$ cat config.mk
export PLATFORM = sky130hd
export DESIGN_NAME = multi_click_key_classifier_flat
export DESIGN_NICKNAME = d
export VERILOG_FILES = /design/src/rtl/core/mckc_pkg.sv /design/src/rtl/core/mckc_ifs.sv /design/src/rtl/core/multi_click_key_classifier.sv /design/src/rtl/core/mckc_cfg_regs.sv /design/src/rtl/core/mckc_in_stage.sv /design/src/rtl/core/mckc_core.sv /design/src/flat_wrapper.sv
export SDC_FILE = /design/constraint.sdc
export NUM_CORES = 1
export LEC_CHECK = 0
export BUFFER_PORTS_ARGS = -buffer_cell sky130_fd_sc_hd__buf_4
export CAP_MARGIN = 20
export CORE_ASPECT_RATIO = 0.6
export CORE_UTILIZATION = 42
export CTS_CLUSTER_DIAMETER = 200
export CTS_CLUSTER_SIZE = 28
export DETAILED_ROUTE_END_ITERATION = 12
export PLACE_DENSITY_LB_ADDON = 0.25
export SYNTH_ARGS = -nofsm -noshare
export SYNTH_HDL_FRONTEND = slang
export SYNTH_SLANG_ARGS = --single-unit
$ cat constraint.sdc
create_clock -name clk_i -period 4.3 [get_ports clk_i]
set_clock_uncertainty 0.2 [all_clocks]
set_input_delay 0.86 -clock clk_i [delete_from_list [all_inputs] [get_ports clk_i]]
set_output_delay 0.86 -clock clk_i [all_outputs]
set_load 0.05 [all_outputs]
$ cat src/rtl/core/mckc_pkg.sv
`timescale 1ns / 1ps

package mckc_pkg;

  // Field and register widths
  localparam int CfgW    = 8;
  localparam int CfgIdxW = 2;
  localparam int ActW    = 3;
  localparam int PhaseW  = 4;
  localparam int DebW    = 8;

  // Configuration register indexes
  localparam logic [CfgIdxW-1:0] CFG_LONG    = 2'd0;
  localparam logic [CfgIdxW-1:0] CFG_INVALID = 2'd1;
  localparam logic [CfgIdxW-1:0] CFG_GAP     = 2'd2;
  localparam logic [CfgIdxW-1:0] CFG_DEBOUNCE = 2'd3;

  // Reset values of the configuration registers
  localparam logic [CfgW-1:0] LONG_RST     = 8'd20;
  localparam logic [CfgW-1:0] INVALID_RST  = 8'd10;
  localparam logic [CfgW-1:0] GAP_RST      = 8'd5;
  localparam logic [CfgW-1:0] DEBOUNCE_RST = 8'd1;

  // Action codes
  localparam logic [ActW-1:0] ACT_INVALID = 3'd0;
  localparam logic [ActW-1:0] ACT_SINGLE  = 3'd1;
  localparam logic [ActW-1:0] ACT_DOUBLE  = 3'd2;
  localparam logic [ActW-1:0] ACT_TRIPLE  = 3'd3;
  localparam logic [ActW-1:0] ACT_LONG    = 3'd4;

  // Phase codes
  localparam logic [PhaseW-1:0] PH_IDLE  = 4'd0;
  localparam logic [PhaseW-1:0] PH_DEB1  = 4'd1;
  localparam logic [PhaseW-1:0] PH_HOLD1 = 4'd2;
  localparam logic [PhaseW-1:0] PH_GAP1  = 4'd3;
  localparam logic [PhaseW-1:0] PH_DEB2  = 4'd4;
  localparam logic [PhaseW-1:0] PH_HOLD2 = 4'd5;
  localparam logic [PhaseW-1:0] PH_GAP2  = 4'd6;
  localparam logic [PhaseW-1:0] PH_DEB3  = 4'd7;
  localparam logic [PhaseW-1:0] PH_HOLD3 = 4'd8;

  typedef struct packed {
    logic [CfgW-1:0] long_press_ticks;
    logic [CfgW-1:0] invalid_press_ticks;
    logic [CfgW-1:0] click_gap_ticks;
    logic [CfgW-1:0] debounce_ticks;
  } cfg_t;

  typedef struct packed {
    logic key_pressed;
    logic tick;
  } item_t;

  // Core status toward the top level
  typedef struct packed {
    logic fire;   // held item consumed this cycle
    logic emit;   // that item produced a result
    logic idle;   // phase register is idle
  } core_st_t;

endpackage

$ cat src/rtl/core/mckc_ifs.sv
`timescale 1ns / 1ps

interface mckc_in_if;
  logic valid;
  logic ready;
  logic key_pressed;
  logic tick;

  modport source (output valid, output key_pressed, output tick, input ready);
  modport sink (input valid, input key_pressed, input tick, output ready);
endinterface

interface mckc_out_if;
  logic       valid;
  logic       ready;
  logic [2:0] action_code;

  modport source (output valid, output action_code, input ready);
  modport sink (input valid, input action_code, output ready);
endinterface

$ cat src/rtl/core/multi_click_key_classifier.sv
`timescale 1ns / 1ps

// Key click classifier: turns a stream of sampled key levels into click events.
//
// key_i  : one transfer per sample, carrying key_pressed (1 = down) and tick
//          (1 = one time unit elapsed with this sample).
// act_o  : one transfer per decision, action_code 0 invalid, 1 single,
//          2 double, 3 triple, 4 long press. Most samples produce nothing.
// cfg_*  : write port for the four 8-bit thresholds (index 0 long press,
//          1 invalid press, 2 click gap, 3 debounce). Write only while idle.
//
// Path: a sample is held in the input register, is evaluated against the
// phase, timer and debounce counter, and a resulting code is loaded into the
// result register, from which it is visible on act_o.
// Throughput: one sample per cycle unless act_o stalls, set by the single-pass
// phase register update; the input register refills in the cycle it is consumed.
// Reset: phase idle, timers zero, thresholds 20/10/5/1, both stages empty.
// Stall: while act_o holds an untaken code, hold the next sample in the
// input register unevaluated; key_i ready drops once that register is full.

module multi_click_key_classifier #(
  parameter int TIMER_WIDTH = 8
) (
  input  logic                         clk_i,
  input  logic                         rst_ni,
  mckc_in_if.sink                      key_i,
  mckc_out_if.source                   act_o,
  input  logic                         cfg_we_i,
  input  logic [mckc_pkg::CfgIdxW-1:0] cfg_idx_i,
  input  logic [mckc_pkg::CfgW-1:0]    cfg_data_i
);
  import mckc_pkg::*;

  cfg_t     cfg;
  item_t    item;
  logic     item_valid;
  core_st_t core_st;

  // Threshold registers
  mckc_cfg_regs u_cfg (
    .clk_i  (clk_i),
    .rst_ni (rst_ni),
    .we_i   (cfg_we_i),
    .idx_i  (cfg_idx_i),
    .data_i (cfg_data_i),
    .cfg_o  (cfg)
  );

  // Input register; refills in the same cycle the core consumes it
  mckc_in_stage u_in (
    .clk_i   (clk_i),
    .rst_ni  (rst_ni),
    .key_i   (key_i),
    .fire_i  (core_st.fire),
    .valid_o (item_valid),
    .item_o  (item)
  );

  // Phase machine, timers and result register
  mckc_core #(
    .TimerWidth (TIMER_WIDTH)
  ) u_core (
    .clk_i   (clk_i),
    .rst_ni  (rst_ni),
    .cfg_i   (cfg),
    .valid_i (item_valid),
    .item_i  (item),
    .act_o   (act_o),
    .st_o    (core_st)
  );

  // A new code appears only from a sample consumed in the previous cycle
  assert property (@(posedge clk_i) disable iff (!rst_ni)
    $rose(act_o.valid) |-> $past(core_st.fire))
    else $error("result appeared without a consumed sample");

  // Every decision sends the phase machine back to idle
  assert property (@(posedge clk_i) disable iff (!rst_ni)
    core_st.fire && core_st.emit |=> core_st.idle)
    else $error("phase not idle after a decision");

  // A stalled result blocks evaluation of the next sample
  assert property (@(posedge clk_i) disable iff (!rst_ni)
    act_o.valid && !act_o.ready |-> !core_st.fire)
    else $error("sample consumed over a stalled result");

endmodule

$ cat src/rtl/core/mckc_cfg_regs.sv
`timescale 1ns / 1ps

module mckc_cfg_regs (
  input  logic                         clk_i,
  input  logic                         rst_ni,
  input  logic                         we_i,
  input  logic [mckc_pkg::CfgIdxW-1:0] idx_i,
  input  logic [mckc_pkg::CfgW-1:0]    data_i,
  output mckc_pkg::cfg_t               cfg_o
);
  import mckc_pkg::*;

  cfg_t cfg_q, cfg_d;

  always_comb begin
    cfg_d = cfg_q;
    if (we_i) begin
      unique case (idx_i)
        CFG_LONG:     cfg_d.long_press_ticks    = data_i;
        CFG_INVALID:  cfg_d.invalid_press_ticks = data_i;
        CFG_GAP:      cfg_d.click_gap_ticks     = data_i;
        CFG_DEBOUNCE: cfg_d.debounce_ticks      = data_i;
      endcase
    end
  end

  always_ff @(posedge clk_i or negedge rst_ni) begin
    if (!rst_ni) begin
      cfg_q.long_press_ticks    <= LONG_RST;
      cfg_q.invalid_press_ticks <= INVALID_RST;
      cfg_q.click_gap_ticks     <= GAP_RST;
      cfg_q.debounce_ticks      <= DEBOUNCE_RST;
    end else begin
      cfg_q <= cfg_d;
    end
  end

  assign cfg_o = cfg_q;

endmodule

$ cat src/rtl/core/mckc_in_stage.sv
`timescale 1ns / 1ps

module mckc_in_stage (
  input  logic            clk_i,
  input  logic            rst_ni,
  mckc_in_if.sink         key_i,
  input  logic            fire_i,
  output logic            valid_o,
  output mckc_pkg::item_t item_o
);
  import mckc_pkg::*;

  logic  valid_q, valid_d;
  item_t item_q, item_d;
  logic  take;

  // Refill when empty or when the held item leaves this cycle
  assign key_i.ready = !valid_q || fire_i;
  assign take        = key_i.valid && key_i.ready;

  always_comb begin
    valid_d = valid_q;
    item_d  = item_q;
    if (take) begin
      valid_d            = 1'b1;
      item_d.key_pressed = key_i.key_pressed;
      item_d.tick        = key_i.tick;
    end else if (fire_i) begin
      valid_d = 1'b0;
    end
  end

  always_ff @(posedge clk_i or negedge rst_ni) begin
    if (!rst_ni) begin
      valid_q <= 1'b0;
    end else begin
      valid_q <= valid_d;
    end
  end

  always_ff @(posedge clk_i) begin
    item_q <= item_d;
  end

  assign valid_o = valid_q;
  assign item_o  = item_q;

endmodule

$ cat src/rtl/core/mckc_core.sv
`timescale 1ns / 1ps

module mckc_core #(
  parameter int TimerWidth = 8
) (
  input  logic               clk_i,
  input  logic               rst_ni,
  input  mckc_pkg::cfg_t     cfg_i,
  input  logic               valid_i,
  input  mckc_pkg::item_t    item_i,
  mckc_out_if.source         act_o,
  output mckc_pkg::core_st_t st_o
);
  import mckc_pkg::*;

  localparam int CmpW = (TimerWidth > CfgW) ? TimerWidth : CfgW;

  logic [PhaseW-1:0]     phase_q, phase_d;
  logic [TimerWidth-1:0] el_q, el_d, el_t;
  logic [DebW-1:0]       db_q, db_d, db_t;
  logic                  out_valid_q, out_valid_d;
  logic [ActW-1:0]       act_q, act_d;
  logic                  fire, emit;
  logic [ActW-1:0]       code;
  logic                  settled, gt_long, gt_inv, gt_gap;
  logic                  key, tick;

  assign key  = item_i.key_pressed;
  assign tick = item_i.tick;
  assign fire = valid_i && (!out_valid_q || act_o.ready);

  // Saturating advance on a tick
  assign el_t = (tick && (el_q != {TimerWidth{1'b1}})) ? el_q + TimerWidth'(1) : el_q;
  assign db_t = (tick && (db_q != {DebW{1'b1}})) ? db_q + DebW'(1) : db_q;

  assign settled = db_t >= cfg_i.debounce_ticks;
  assign gt_long = CmpW'(el_t) > CmpW'(cfg_i.long_press_ticks);
  assign gt_inv  = CmpW'(el_t) > CmpW'(cfg_i.invalid_press_ticks);
  assign gt_gap  = CmpW'(el_t) > CmpW'(cfg_i.click_gap_ticks);

  always_comb begin
    phase_d = phase_q;
    el_d    = el_q;
    db_d    = db_q;
    emit    = 1'b0;
    code    = ACT_INVALID;
    if (phase_q == PH_IDLE) begin
      if (key) begin
        el_d    = '0;
        db_d    = '0;
        phase_d = PH_DEB1;
      end
    end else begin
      el_d = el_t;
      db_d = db_t;
      unique case (phase_q)
        PH_DEB1: begin
          if (settled) phase_d = key ? PH_HOLD1 : PH_IDLE;
        end
        PH_HOLD1: begin
          if (key) begin
            if (gt_long) begin
              emit = 1'b1;
              code = ACT_LONG;
            end
          end else if (gt_inv) begin
            emit = 1'b1;
            code = ACT_INVALID;
          end else if (gt_gap) begin
            emit = 1'b1;
            code = ACT_SINGLE;
          end else begin
            phase_d = PH_GAP1;
          end
        end
        PH_GAP1: begin
          if (key) begin
            db_d    = '0;
            phase_d = PH_DEB2;
          end else if (gt_gap) begin
            emit = 1'b1;
            code = ACT_SINGLE;
          end
        end
        PH_DEB2: begin
          if (settled) begin
            if (key) begin
              el_d    = '0;
              phase_d = PH_HOLD2;
            end else if (gt_gap) begin
              emit = 1'b1;
              code = ACT_SINGLE;
            end else begin
              phase_d = PH_GAP1;
            end
          end
        end
        PH_HOLD2: begin
          if (key) begin
            if (gt_gap) begin
              emit = 1'b1;
              code = ACT_INVALID;
            end
          end else begin
            el_d    = '0;
            phase_d = PH_GAP2;
          end
        end
        PH_GAP2: begin
          if (key) begin
            db_d    = '0;
            phase_d = PH_DEB3;
          end else if (gt_gap) begin
            emit = 1'b1;
            code = ACT_DOUBLE;
          end
        end
        PH_DEB3: begin
          if (settled) begin
            if (key) begin
              el_d    = '0;
              phase_d = PH_HOLD3;
            end else if (gt_gap) begin
              emit = 1'b1;
              code = ACT_DOUBLE;
            end else begin
              phase_d = PH_GAP2;
            end
          end
        end
        PH_HOLD3: begin
          if (!key || gt_gap) begin
            emit = 1'b1;
            code = ACT_TRIPLE;
          end
        end
        default: phase_d = PH_IDLE;
      endcase
      if (emit) phase_d = PH_IDLE;
    end
  end

  // Result register: load on fire, drop once the sink takes it
  always_comb begin
    out_valid_d = out_valid_q;
    act_d       = act_q;
    if (fire) begin
      out_valid_d = emit;
      act_d       = code;
    end else if (act_o.ready) begin
      out_valid_d = 1'b0;
    end
  end

  always_ff @(posedge clk_i or negedge rst_ni) begin
    if (!rst_ni) begin
      phase_q     <= PH_IDLE;
      el_q        <= '0;
      db_q        <= '0;
      out_valid_q <= 1'b0;
    end else begin
      out_valid_q <= out_valid_d;
      if (fire) begin
        phase_q <= phase_d;
        el_q    <= el_d;
        db_q    <= db_d;
      end
    end
  end

  always_ff @(posedge clk_i) begin
    act_q <= act_d;
  end

  assign act_o.valid       = out_valid_q;
  assign act_o.action_code = act_q;

  assign st_o.fire = fire;
  assign st_o.emit = emit;
  assign st_o.idle = (phase_q == PH_IDLE);

endmodule
$ cat src/flat_wrapper.sv
// flat-port wrapper written by rule: the top's interface ports become plain ports
module multi_click_key_classifier_flat import mckc_pkg::*;
#(
  parameter int TIMER_WIDTH = 8
)
  (clk_i, rst_ni, cfg_we_i, cfg_idx_i, cfg_data_i, key_i_valid, key_i_key_pressed, key_i_tick, key_i_ready, act_o_valid, act_o_action_code, act_o_ready);
  mckc_in_if key_i_i ();
  mckc_out_if act_o_i ();
  input  logic clk_i;
  input  logic rst_ni;
  input  logic cfg_we_i;
  input  logic [mckc_pkg::CfgIdxW-1:0] cfg_idx_i;
  input  logic [mckc_pkg::CfgW-1:0] cfg_data_i;
  input wire logic [$bits(key_i_i.valid)-1:0] key_i_valid;
  input wire logic [$bits(key_i_i.key_pressed)-1:0] key_i_key_pressed;
  input wire logic [$bits(key_i_i.tick)-1:0] key_i_tick;
  output wire logic [$bits(key_i_i.ready)-1:0] key_i_ready;
  output wire logic [$bits(act_o_i.valid)-1:0] act_o_valid;
  output wire logic [$bits(act_o_i.action_code)-1:0] act_o_action_code;
  input wire logic [$bits(act_o_i.ready)-1:0] act_o_ready;
  assign key_i_i.valid = key_i_valid;
  assign key_i_i.key_pressed = key_i_key_pressed;
  assign key_i_i.tick = key_i_tick;
  assign key_i_ready = key_i_i.ready;
  assign act_o_valid = act_o_i.valid;
  assign act_o_action_code = act_o_i.action_code;
  assign act_o_i.ready = act_o_ready;
  multi_click_key_classifier #(.TIMER_WIDTH(TIMER_WIDTH)) u_core (.clk_i(clk_i), .rst_ni(rst_ni), .key_i(key_i_i), .act_o(act_o_i), .cfg_we_i(cfg_we_i), .cfg_idx_i(cfg_idx_i), .cfg_data_i(cfg_data_i));
endmodule
==> results.ini, run 1 <==
[power]
power_mw=2.12
p_sw_uw=738
clkPwrFrac_pct=30.8
p_int_mw=1.38
swShare_pct=34.8
irDropWorstVdd_uv=276
p_leak_nw=1.98
power_frac_seq_pct=37.2
power_frac_comb_pct=32.0
p_per_area_nw_per_um2=494

[drt]
routed_wl_um=8360
drtIter0Drc=178
drc=0
ant_nets=0
viasPerCell=5.48
route.vias.total=2823
first_pass_iters=5
wl_per_cell_um=16.2

[clock_network]
clkTransAtPathRegs_ns=0.05
htreeDepth=3
clock_latency_ns=0.33
cts_setup_buffers=0
cts_tree=done
cts.sink_count=59
numCtsBuffers=9
cts-root-buf=clkbuf_16
clock_path_buffers=2

[finish]
syn_to_final_growth_pct=15.6
nets=449
multi_input_area_um2=2030
drive_gt1_share_pct=20.8
antenna_cells=0
seq_area_um2=1510
fillers=797
stdcell_area_um2=4290

[sta]
period_needed_ns=4.06
clock.fmax_mhz=247
rsz0062_at_grt=false
setup_viol=0
finalMaxSlewViolations=0
fin_crit_sh_pct=94.3
worstMarginPinSlew_ns=0.701
max_slew_margin_pct=53.3
hold_viol=0
fin_setup_tns_ns=0

[floorplan]
die_h_um=74.8
start_util_pct=43.5
dieArea_um2=9220
core_area_um2=8520
dieWidth_um=123
rows=26
ios=22

[place]
routabilityCongestion=0.879
port_buffers=21
dp_hpwl_um=6310
place_area_um2=3980

[logic_synthesis]
synth_top_flop_cell=dfrtp_1
synth_edf_count=5
synth_top_area_share_pct=31.7
synth_nets=425
yosysTopAreaCell=dfrtp_1
synth_area_leaders=dfrtp_1 32%, ha_1 11%, mux2_2 8.2%
yosysMostFrequentCell=dfrtp_1
syn_area_per_cell_um2=9.92
synthCells=374
ys_warn_count=0
yosysSeqAreaShare_pct=40.7
ys_top_cells_by_count=47 x dfrtp_1, 38 x inv_1, 34 x ha_1
synthDistinctLibCells=55
synth_area_um2=3710
async_flop_share_pct=91.5
ys_ff_latch=59

[hold_path]
hold_path_class=reg -> reg

[global_route]
use_met1_pct=30.7
grt-ovfl-total=0
grt_use_met2_pct=26.4
grt_start_max_net_pins=55
grt_use_total_pct=20.0
antenna_found_initial=0
grt_pass1_wl_um=13400
grt_busiest_layer=met1
grt_use_met3_pct=5.68
grt_pass1_vias=2557

[setup_path]
critPathTopFamily=compound AO/OA/AOI/OAI gates
path_class=reg -> reg
startpoint_type=register
critPathArrivalTime_ns=4.08
slowest_delay_ns=0.42
cp_max_fo=8
end_kind=register
crit_path_top_delay_cell=dfrtp_1
crit_required_ns=4.33
cp.buffers_inverters=0
path_cells=ha_1 > and3_4 > a31oi_2 > and4_1 > nand3_1 > xnor2_1 > ha_1 > nand3_1 > o31a_2 > a211o_1 > a211o_1 > nand4bb_1 > o22ai_1

[run_status]
status=completed

[flow_run]
cap_viol_max_count=0

==> final cells by class <==
class                           instances  share of cell area [%]
Tap cell                              112                    3.27
Inverter                               38                    3.33
Multi-Input combinational cell        264                    47.3
Timing Repair Buffer                   26                    4.50
Clock inverter                          3                   0.350
Clock buffer                           13                    6.07
Sequential cell                        59                    35.2
==> metrics by stage <==
step	setup WS (ns)	hold slack (ns)	util, %	cells
floorplan	0.692	0.273	-	374
global placement	0.312	0.289	46.7	498
detailed placement	0.165	0.294	46.7	498
CTS	0.149	0.306	49.9	514
global route	0.00554	0.311	50.3	515
finish	0.244	0.303	50.3	515
==> cells by family after synthesis <==
| family | after synthesis | share of synthesized area [%] |
|---|---|---|
| buffers and inverters | 51 | 5.43 |
| multiplexers | 27 | 8.20 |
| XOR/XNOR | 15 | 3.54 |
| AO/OA/AOI/OAI | 88 | 16.4 |
| AND/OR/NAND/NOR | 100 | 14.3 |
| adder cells (fa/ha/maj) | 34 | 11.5 |
| flip-flops | 59 | 40.7 |
==> per-layer routing <==
metal	share of wire (%)	up-vias	routed length, µm
met5	0	-	0
met4	0.78	0	65
met3	5.4	6	450
met2	39	87	3300
met1	54	1323	4550
li1	-	1407	-
==> power groups by stage <==
stage               registers, mW  logic [mW]  clock network, mW
finish                      0.789       0.678              0.652
global route                0.806       0.760              0.696
CTS                         0.786       0.665              0.673
detailed placement          0.795       0.661                  0
global placement            0.790       0.647                  0
floorplan                   0.732       0.533                  0
==> layout by cell type (no fill, tap or decap), drive strengths merged, types with 4 or more instances in the layout <==
cell type	synthesis	final
a211oi	4	4
a21oi	16	16
a22o	6	6
a32o	6	6
and2	4	4
buf	5	26
clkbuf	8	13
dfrtp	47	47
dfstp	7	7
edfxtp	5	5
ha	34	34
inv	38	38
mux2	27	27
nand2	33	33
nand2b	4	4
nand3	10	10
nand4	9	9
nor2	11	11
nor2b	5	5
nor3	4	4
o211ai	4	4
o21ai	22	22
o22ai	4	4
o31a	4	4
o31ai	6	6
xnor2	11	11
xor2	4	4
==> registers in the layout, summed over array words and instances, names as in the netlist <==
name and cells:
u_core.u_cfg.cfg_o 32, u_core.u_core.db_q 8, u_core.u_core.el_q 8, u_core.u_core.phase_q 4, u_core.u_core.act_o.action_code 3, u_core.u_in.item_o 2, u_core.u_core.act_o.valid 1, u_core.u_in.valid_o 1
==> timing repair <==
| action | CTS | global route |
|---|---|---|
| gates resized for setup | 0 | 5 |
| hold buffers | 0 | 0 |
| endpoints found under the setup margin | 0 | 5 |
==> path summary, 6_finish.rpt <==
check                      slack, ns  cells after the start                   start                        to
max in group asynchronous       3.05                      1                  rst_ni     u_core.u_cfg.cfg_o[4]
hold / removal                  0.30                      1  u_core.u_cfg.cfg_o[15]    u_core.u_cfg.cfg_o[15]
setup reg to reg                0.24                     13   u_core.u_core.db_q[0]  u_core.u_core.phase_q[0]
hold reg to reg                 0.30                      1  u_core.u_cfg.cfg_o[15]    u_core.u_cfg.cfg_o[15]
setup / recovery                0.24                     13   u_core.u_core.db_q[0]  u_core.u_core.phase_q[0]
min in group asynchronous       0.39                      1                  rst_ni  u_core.u_core.phase_q[2]
Note: power is estimated with default switching activity, not from simulation.
==> run 2, diff against run 1 <==
Settings changed: CAP_MARGIN 20 to not set, SYNTH_HIERARCHICAL set to 1.
==> run 2 against run 1 <==
Wire length increased by 8.5%; area after synthesis increased by 6.1%; count of clock-buffer cells in the layout decreased by 2.
==> results.ini, run 2 <==
[sta]
fin_setup_tns_ns=0  ; unchanged
worst_hold_slack_ns=0.303  ; -0.000143 ns
worstMarginPinSlew_ns=1.01  ; +0.313 ns
setup_viol=0  ; unchanged
period_needed_ns=4.01  ; -0.0487 ns
clock.fmax_mhz=250  ; +1.2%
hold_viol=0  ; unchanged
fin_crit_sh_pct=93.2  ; -1.1 points
max_slew_margin_pct=32.4  ; -21 points
timing.final.ws_setup_ns=0.292  ; +0.0487 ns
finalMaxSlewViolations=0  ; unchanged

[drt]
viasPerCell=5.71  ; +4.2%
ant_nets=0  ; unchanged
first_pass_iters=4  ; -1
wl_per_cell_um=17.2  ; +6.2%
route.vias.total=3005  ; +6.4%
drc=0  ; unchanged
drtIter0Drc=203  ; +14%
routed_wl_um=9070  ; +8.5%

[place]
dp_cells=510  ; +2.4%
port_buffers=21  ; unchanged
dp_hpwl_um=6620  ; +4.8%
place_ws_ns=0.278  ; +0.113 ns
routabilityCongestion=0.861  ; -2.1%

[power]
p_int_mw=1.67  ; +21%
swShare_pct=35.9  ; +1.1 points
p_per_area_nw_per_um2=572  ; +16%
p_leak_nw=2.08  ; +5.0%
clkPwrFrac_pct=31.2  ; +0.4 points
power_frac_comb_pct=36.8  ; +4.8 points
power_mw=2.61  ; +23%
power_frac_seq_pct=32.0  ; -5.2 points
p_sw_uw=936  ; +27%
irDropWorstVdd_uv=226  ; -18%

[global_route]
grt_pass1_wl_um=14900  ; +11%
grt_pass1_vias=2931  ; +15%
grt-ovfl-total=0  ; unchanged
grt_use_total_pct=20.1  ; +0.076 points
grt_start_max_net_pins=55  ; unchanged
antenna_found_initial=0  ; unchanged

[finish]
largest_register_ffs=32  ; unchanged
layout_commonest_cell=dfrtp_1
drive_gt1_share_pct=26.3  ; +5.5 points
layout_common_cells=47 x dfrtp_1, 39 x inv_1, 33 x mux2_2, 33 x ha_1, 30 x nand2_1
final_cell_count_no_fill=526  ; +2.1%
antenna_cells=0  ; unchanged
syn_to_final_growth_pct=15.6  ; about the same
nets=460  ; +2.4%

[setup_path]
crit_required_ns=4.36  ; +0.03 ns
path_class=reg -> reg
crit_path_top_delay_cell=dfrtp_1
path_cells=ha_1 > nand4_1 > inv_1 > a41oi_2 > nand4_1 > nor2_2 > and3_1 > xnor2_1 > inv_1 > ha_4 > nand4_1 > or2_2 > o2111ai_1 > o21ai_0 > a211o_4 > nor4b_4 > a22o_1
slowest_delay_ns=0.41  ; about the same
timing.rr.end=u_core/u_core/phase_q[0]
rrSetupSlack_ns=0.29  ; +0.05 ns
startpoint_type=register
critPathTopFamily=simple AND/OR/NAND/NOR gates
cp.buffers_inverters=2  ; +2
crit_path_frequent_cell=nand4_1
rr_worst_depth=17  ; +4
end_kind=register
cp_max_fo=4  ; -4
critPathArrivalTime_ns=4.07  ; about the same
rr_startpoint=u_core/u_core/el_q[0]

[clock_network]
cts-root-buf=clkbuf_16
htreeDepth=3  ; unchanged
cts_tree=done
clock_path_buffers=2  ; unchanged
clock_latency_ns=0.33  ; about the same
clkTransAtPathRegs_ns=0.05  ; about the same
numCtsBuffers=9  ; unchanged
cts.sink_count=59  ; unchanged

[floorplan]
ios=22  ; unchanged
dieArea_um2=9780  ; +6.0%
start_util_pct=44.8  ; +1.3 points
rows=26  ; unchanged
core_area_um2=8780  ; +3.1%
die_h_um=77.0  ; +2.9%
dieWidth_um=127  ; +3.0%

[logic_synthesis]
synth_nets=435  ; +2.4%
ys_warn_count=6  ; +6
syn_area_per_cell_um2=10.3  ; +3.4%
synthCells=384  ; +2.7%
synth_area_um2=3940  ; +6.1%

[flow_run]
cap_viol_max_count=0  ; unchanged

[hold_path]
min_from=u_core/u_cfg/cfg_o[12]
worstHoldEndpoint=u_core/u_cfg/cfg_o[12]
whs_path_depth=1  ; unchanged
hold_path_class=reg -> reg

[run_status]
status=completed

## run 2: changes by cell type in the layout (fill, tap and decap cells not counted), moves of 4 or more
cell     previous run  this run
a22o_1              6         2
a31oi_1             1         6
and2_1              4         0
mux2_2             27        33
nand3_1            10         3
nor2_1             11        21
nor3_1              4        10
o21ai_0            20        16
o31ai_1             6         1
## run 2: how the worst max path moves through the flow
stage / from / endpoint / slack [ns] / depth (start not counted)
floorplan: u_core/u_core/el_q[0] / u_core/u_core/phase_q[0] / 0.34 / 17
global placement: u_core/u_core/el_q[0] / u_core/u_core/phase_q[1] / 0.35 / 15
detailed placement: u_core/u_core/el_q[0] / u_core/u_core/phase_q[0] / 0.28 / 17
CTS: u_core/u_core/el_q[0] / u_core/u_core/phase_q[0] / 0.24 / 17
global route: u_core/u_core/el_q[0] / u_core/u_core/phase_q[0] / -0.002 / 17
finish: u_core/u_core/el_q[0] / u_core/u_core/phase_q[0] / 0.29 / 17
## run 2: final cells by class
class / count / area [µm²]
sequential: 59 / 1510
timing repair buffer: 26 / 195
clock inverter: 5 / 101
multi-input combinational: 274 / 2230
clock buffer: 11 / 233
fill: 784 / 4230
tap: 112 / 140
inverter: 39 / 146
## run 2: power by group through the flow
stage          sequential [mW]  combinational, mW  clock (mW)
3_3_place_gp             0.832              0.918           0
2_1_floorplan            0.775              0.783           0
5_1_grt                  0.848               1.06       0.852
4_1_cts                  0.825              0.940       0.831
6_report                 0.833              0.960       0.813
3_5_place_dp             0.834              0.929           0
## run 2: worst register-to-register path: cells and delay by family (launching register included)
kind | cells | cell delay (ns)
simple gates | 7 | 1.41
compound gates | 5 | 1.02
xor+xnor | 1 | 0.14
buf+inv | 2 | 0.20
fa+ha+maj | 2 | 0.54
flops | 1 | 0.41
## run 2: layer usage
layer	up-vias	global-route usage [%]	share of wire, %
met4	0	7.38	1.2
li1	1443	-	-
met3	14	5.23	6.0
met5	-	0	0
met2	101	28.7	41
met1	1447	28.8	52
## run 2: what timing repair did
item / 4_1_cts / 5_1_grt
endpoints found under the setup margin: 0 / 4
setup buffers: 0 / 0
gates resized for setup: 0 / 6
hold buffers: 0 / 0
## run 2: metrics by stage
step           instance area, µm²  util (%)
3_5_place_dp                 4180      47.5
3_3_place_gp                 4180      47.5
6_report                     4550      51.8
4_1_cts                      4510      51.3
2_1_floorplan                3940         -
5_1_grt                      4550      51.8
==> run 3, diff against run 2 <==
Settings changed: CORE_UTILIZATION 42 to 30.
==> run 3 against run 2 <==
First-iteration DRC count is 11% higher; final area grew 1.4%; global-route usage fell by 4.6 points; via count decreased by 0.33%; clock power fell by 16%; largest cell class unchanged; largest power group unchanged.
==> results.ini, run 3 (synthesis results as in run 2) <==
[floorplan]
die_h_um=90.7  ; +18%
dieWidth_um=150  ; +18%
start_util_pct=31.7  ; -13 points
core_area_um2=12400  ; +41%
rows=31  ; +19%
dieArea_um2=13600  ; +39%
ios=22  ; unchanged

[sta]
setup_viol=0  ; unchanged
fin_crit_sh_pct=93.9  ; +0.71 points
worstMarginPinSlew_ns=0.948  ; -0.0655 ns
fin_setup_tns_ns=0  ; unchanged
hold_viol=0  ; unchanged
rsz0062_at_grt=false
finalMaxSlewViolations=0  ; unchanged
period_needed_ns=4.04  ; +0.0305 ns
clock.fmax_mhz=248  ; -0.76%
worst_hold_slack_ns=0.303  ; -0.000531 ns
max_slew_margin_pct=36.8  ; +4.4 points

[global_route]
antenna_found_initial=0  ; unchanged
grt-ovfl-total=0  ; unchanged
grt_use_total_pct=15.5  ; -4.6 points
grt_pass1_vias=2947  ; +0.55%
grt_pass1_wl_um=15900  ; +7.3%
grt_start_max_net_pins=55  ; unchanged

[power]
p_per_area_nw_per_um2=540  ; -5.6%
p_leak_nw=2.09  ; +0.65%
irDropWorstVdd_uv=187  ; -17%

[place]
place_area_um2=4270  ; +2.3%
dp_hpwl_um=7180  ; +8.6%
port_buffers=21  ; unchanged
routabilityCongestion=0.895  ; +3.9%

[clock_network]
clkTransAtPathRegs_ns=0.05  ; about the same
cts.sink_count=59  ; unchanged
numCtsBuffers=9  ; unchanged
clock_latency_ns=0.33  ; about the same
cts-root-buf=clkbuf_16
clock_path_buffers=2  ; unchanged
cts_tree=done
cts_hold_buf=0  ; unchanged
htreeDepth=3  ; unchanged

[finish]
layout_commonest_cell=dfrtp_1
finish.utilization_pct=37.2  ; -15 points
largest_register_ffs=32  ; unchanged
syn_to_final_growth_pct=17.2
layout_common_cells=47 x dfrtp_1, 39 x inv_1, 34 x ha_1
drive_gt1_share_pct=28.1  ; +1.8 points
nets=466  ; +1.3%
antenna_cells=0  ; unchanged
fillers=1275  ; +63%
stdcell_area_um2=4610  ; +1.4%

[drt]
first_pass_iters=5  ; +1
drc=0  ; unchanged
route.vias.total=2995  ; -0.33%
drtIter0Drc=225  ; +11%
routed_wl_um=9640  ; +6.3%
wl_per_cell_um=16.5  ; -4.4%
ant_nets=0  ; unchanged
viasPerCell=5.12  ; -10%

[setup_path]
startpoint_type=register
critPathArrivalTime_ns=4.10  ; +0.03 ns
crit_required_ns=4.36  ; about the same
path_class=reg -> reg
rrSetupSlack_ns=0.26  ; -0.03 ns
cp_max_fo=5  ; +1
rr_worst_depth=17  ; unchanged
end_kind=register

[hold_path]
hold_path_class=reg -> reg
whs_path_depth=1  ; unchanged

[flow_run]
cap_viol_max_count=0  ; unchanged

[run_status]
status=completed

run 3: final cells by class:
| cell class | count | area, µm² | share of cell area, % |
|---|---|---|---|
| multi-input cells | 274 | 2230 | 48.2 |
| flip-flops and latches | 59 | 1510 | 32.7 |
| clock buffers | 14 | 275 | 5.97 |
| repair buffers | 32 | 240 | 5.21 |
| well taps | 165 | 206 | 4.47 |
| inverters | 39 | 146 | 3.17 |
| clock inverters | 2 | 10.0 | 0.217 |
run 3: report_power, final:
part | leakage [nW] | total [mW] | switching, mW | internal [mW]
clock | 0.142 | 0.686 | 0.247 | 0.439
combinational | 1.24 | 0.979 | 0.541 | 0.438
sequential | 0.714 | 0.829 | 0.146 | 0.682
run 3: routing by layer:
| metal | wire length (µm) | track usage (%) | vias up |
|---|---|---|---|
| li1 | - | - | 1453 |
| met1 | 5130 | 23.4 | 1458 |
| met2 | 3890 | 20.7 | 78 |
| met3 | 557 | 4.24 | 6 |
| met4 | 62 | 4.88 | 0 |
| met5 | 0 | 0 | - |
run 3: critical path, stage by stage, from the launching register on:
cell and delay [ns]:
dfrtp_1 0.42, ha_1 0.24, nand4_1 0.09, inv_1 0.06, a41oi_1 0.25, nand4_1 0.21
nor2_2 0.20, and3_1 0.19, xnor2_1 0.14, inv_1 0.13, ha_1 0.32, nand4_1 0.16
or2_2 0.37, o31ai_4 0.11, nor2_1 0.12, a211o_4 0.32, nor4b_4 0.28, a22o_1 0.17
run 3: final timing paths:
| path | start | to |
|---|---|---|
| min | u_core/u_cfg/cfg_o[14] | u_core/u_cfg/cfg_o[14] |
| min in group asynchronous | rst_ni | u_core/u_core/el_q[2] |
| min reg2reg | u_core/u_cfg/cfg_o[14] | u_core/u_cfg/cfg_o[14] |
| max in group asynchronous | rst_ni | u_core/u_core/phase_q[2] |
| max | u_core/u_core/el_q[0] | u_core/u_core/phase_q[1] |
| max reg2reg | u_core/u_core/el_q[0] | u_core/u_core/phase_q[1] |
run 3: per-stage QoR:
step	setup slack, ns	power (mW)	instances
detailed placement	0.172	1.79	567
global route	0.00476	2.68	585
global placement	0.228	1.77	567
floorplan	0.338	1.56	384
CTS	0.140	2.49	583
finish	0.262	2.49	585
run 3: timing repair:
action	CTS	global route
hold endpoints to repair	0	0
setup endpoints to repair	0	5
setup buffers	0	2
resized for setup	0	10
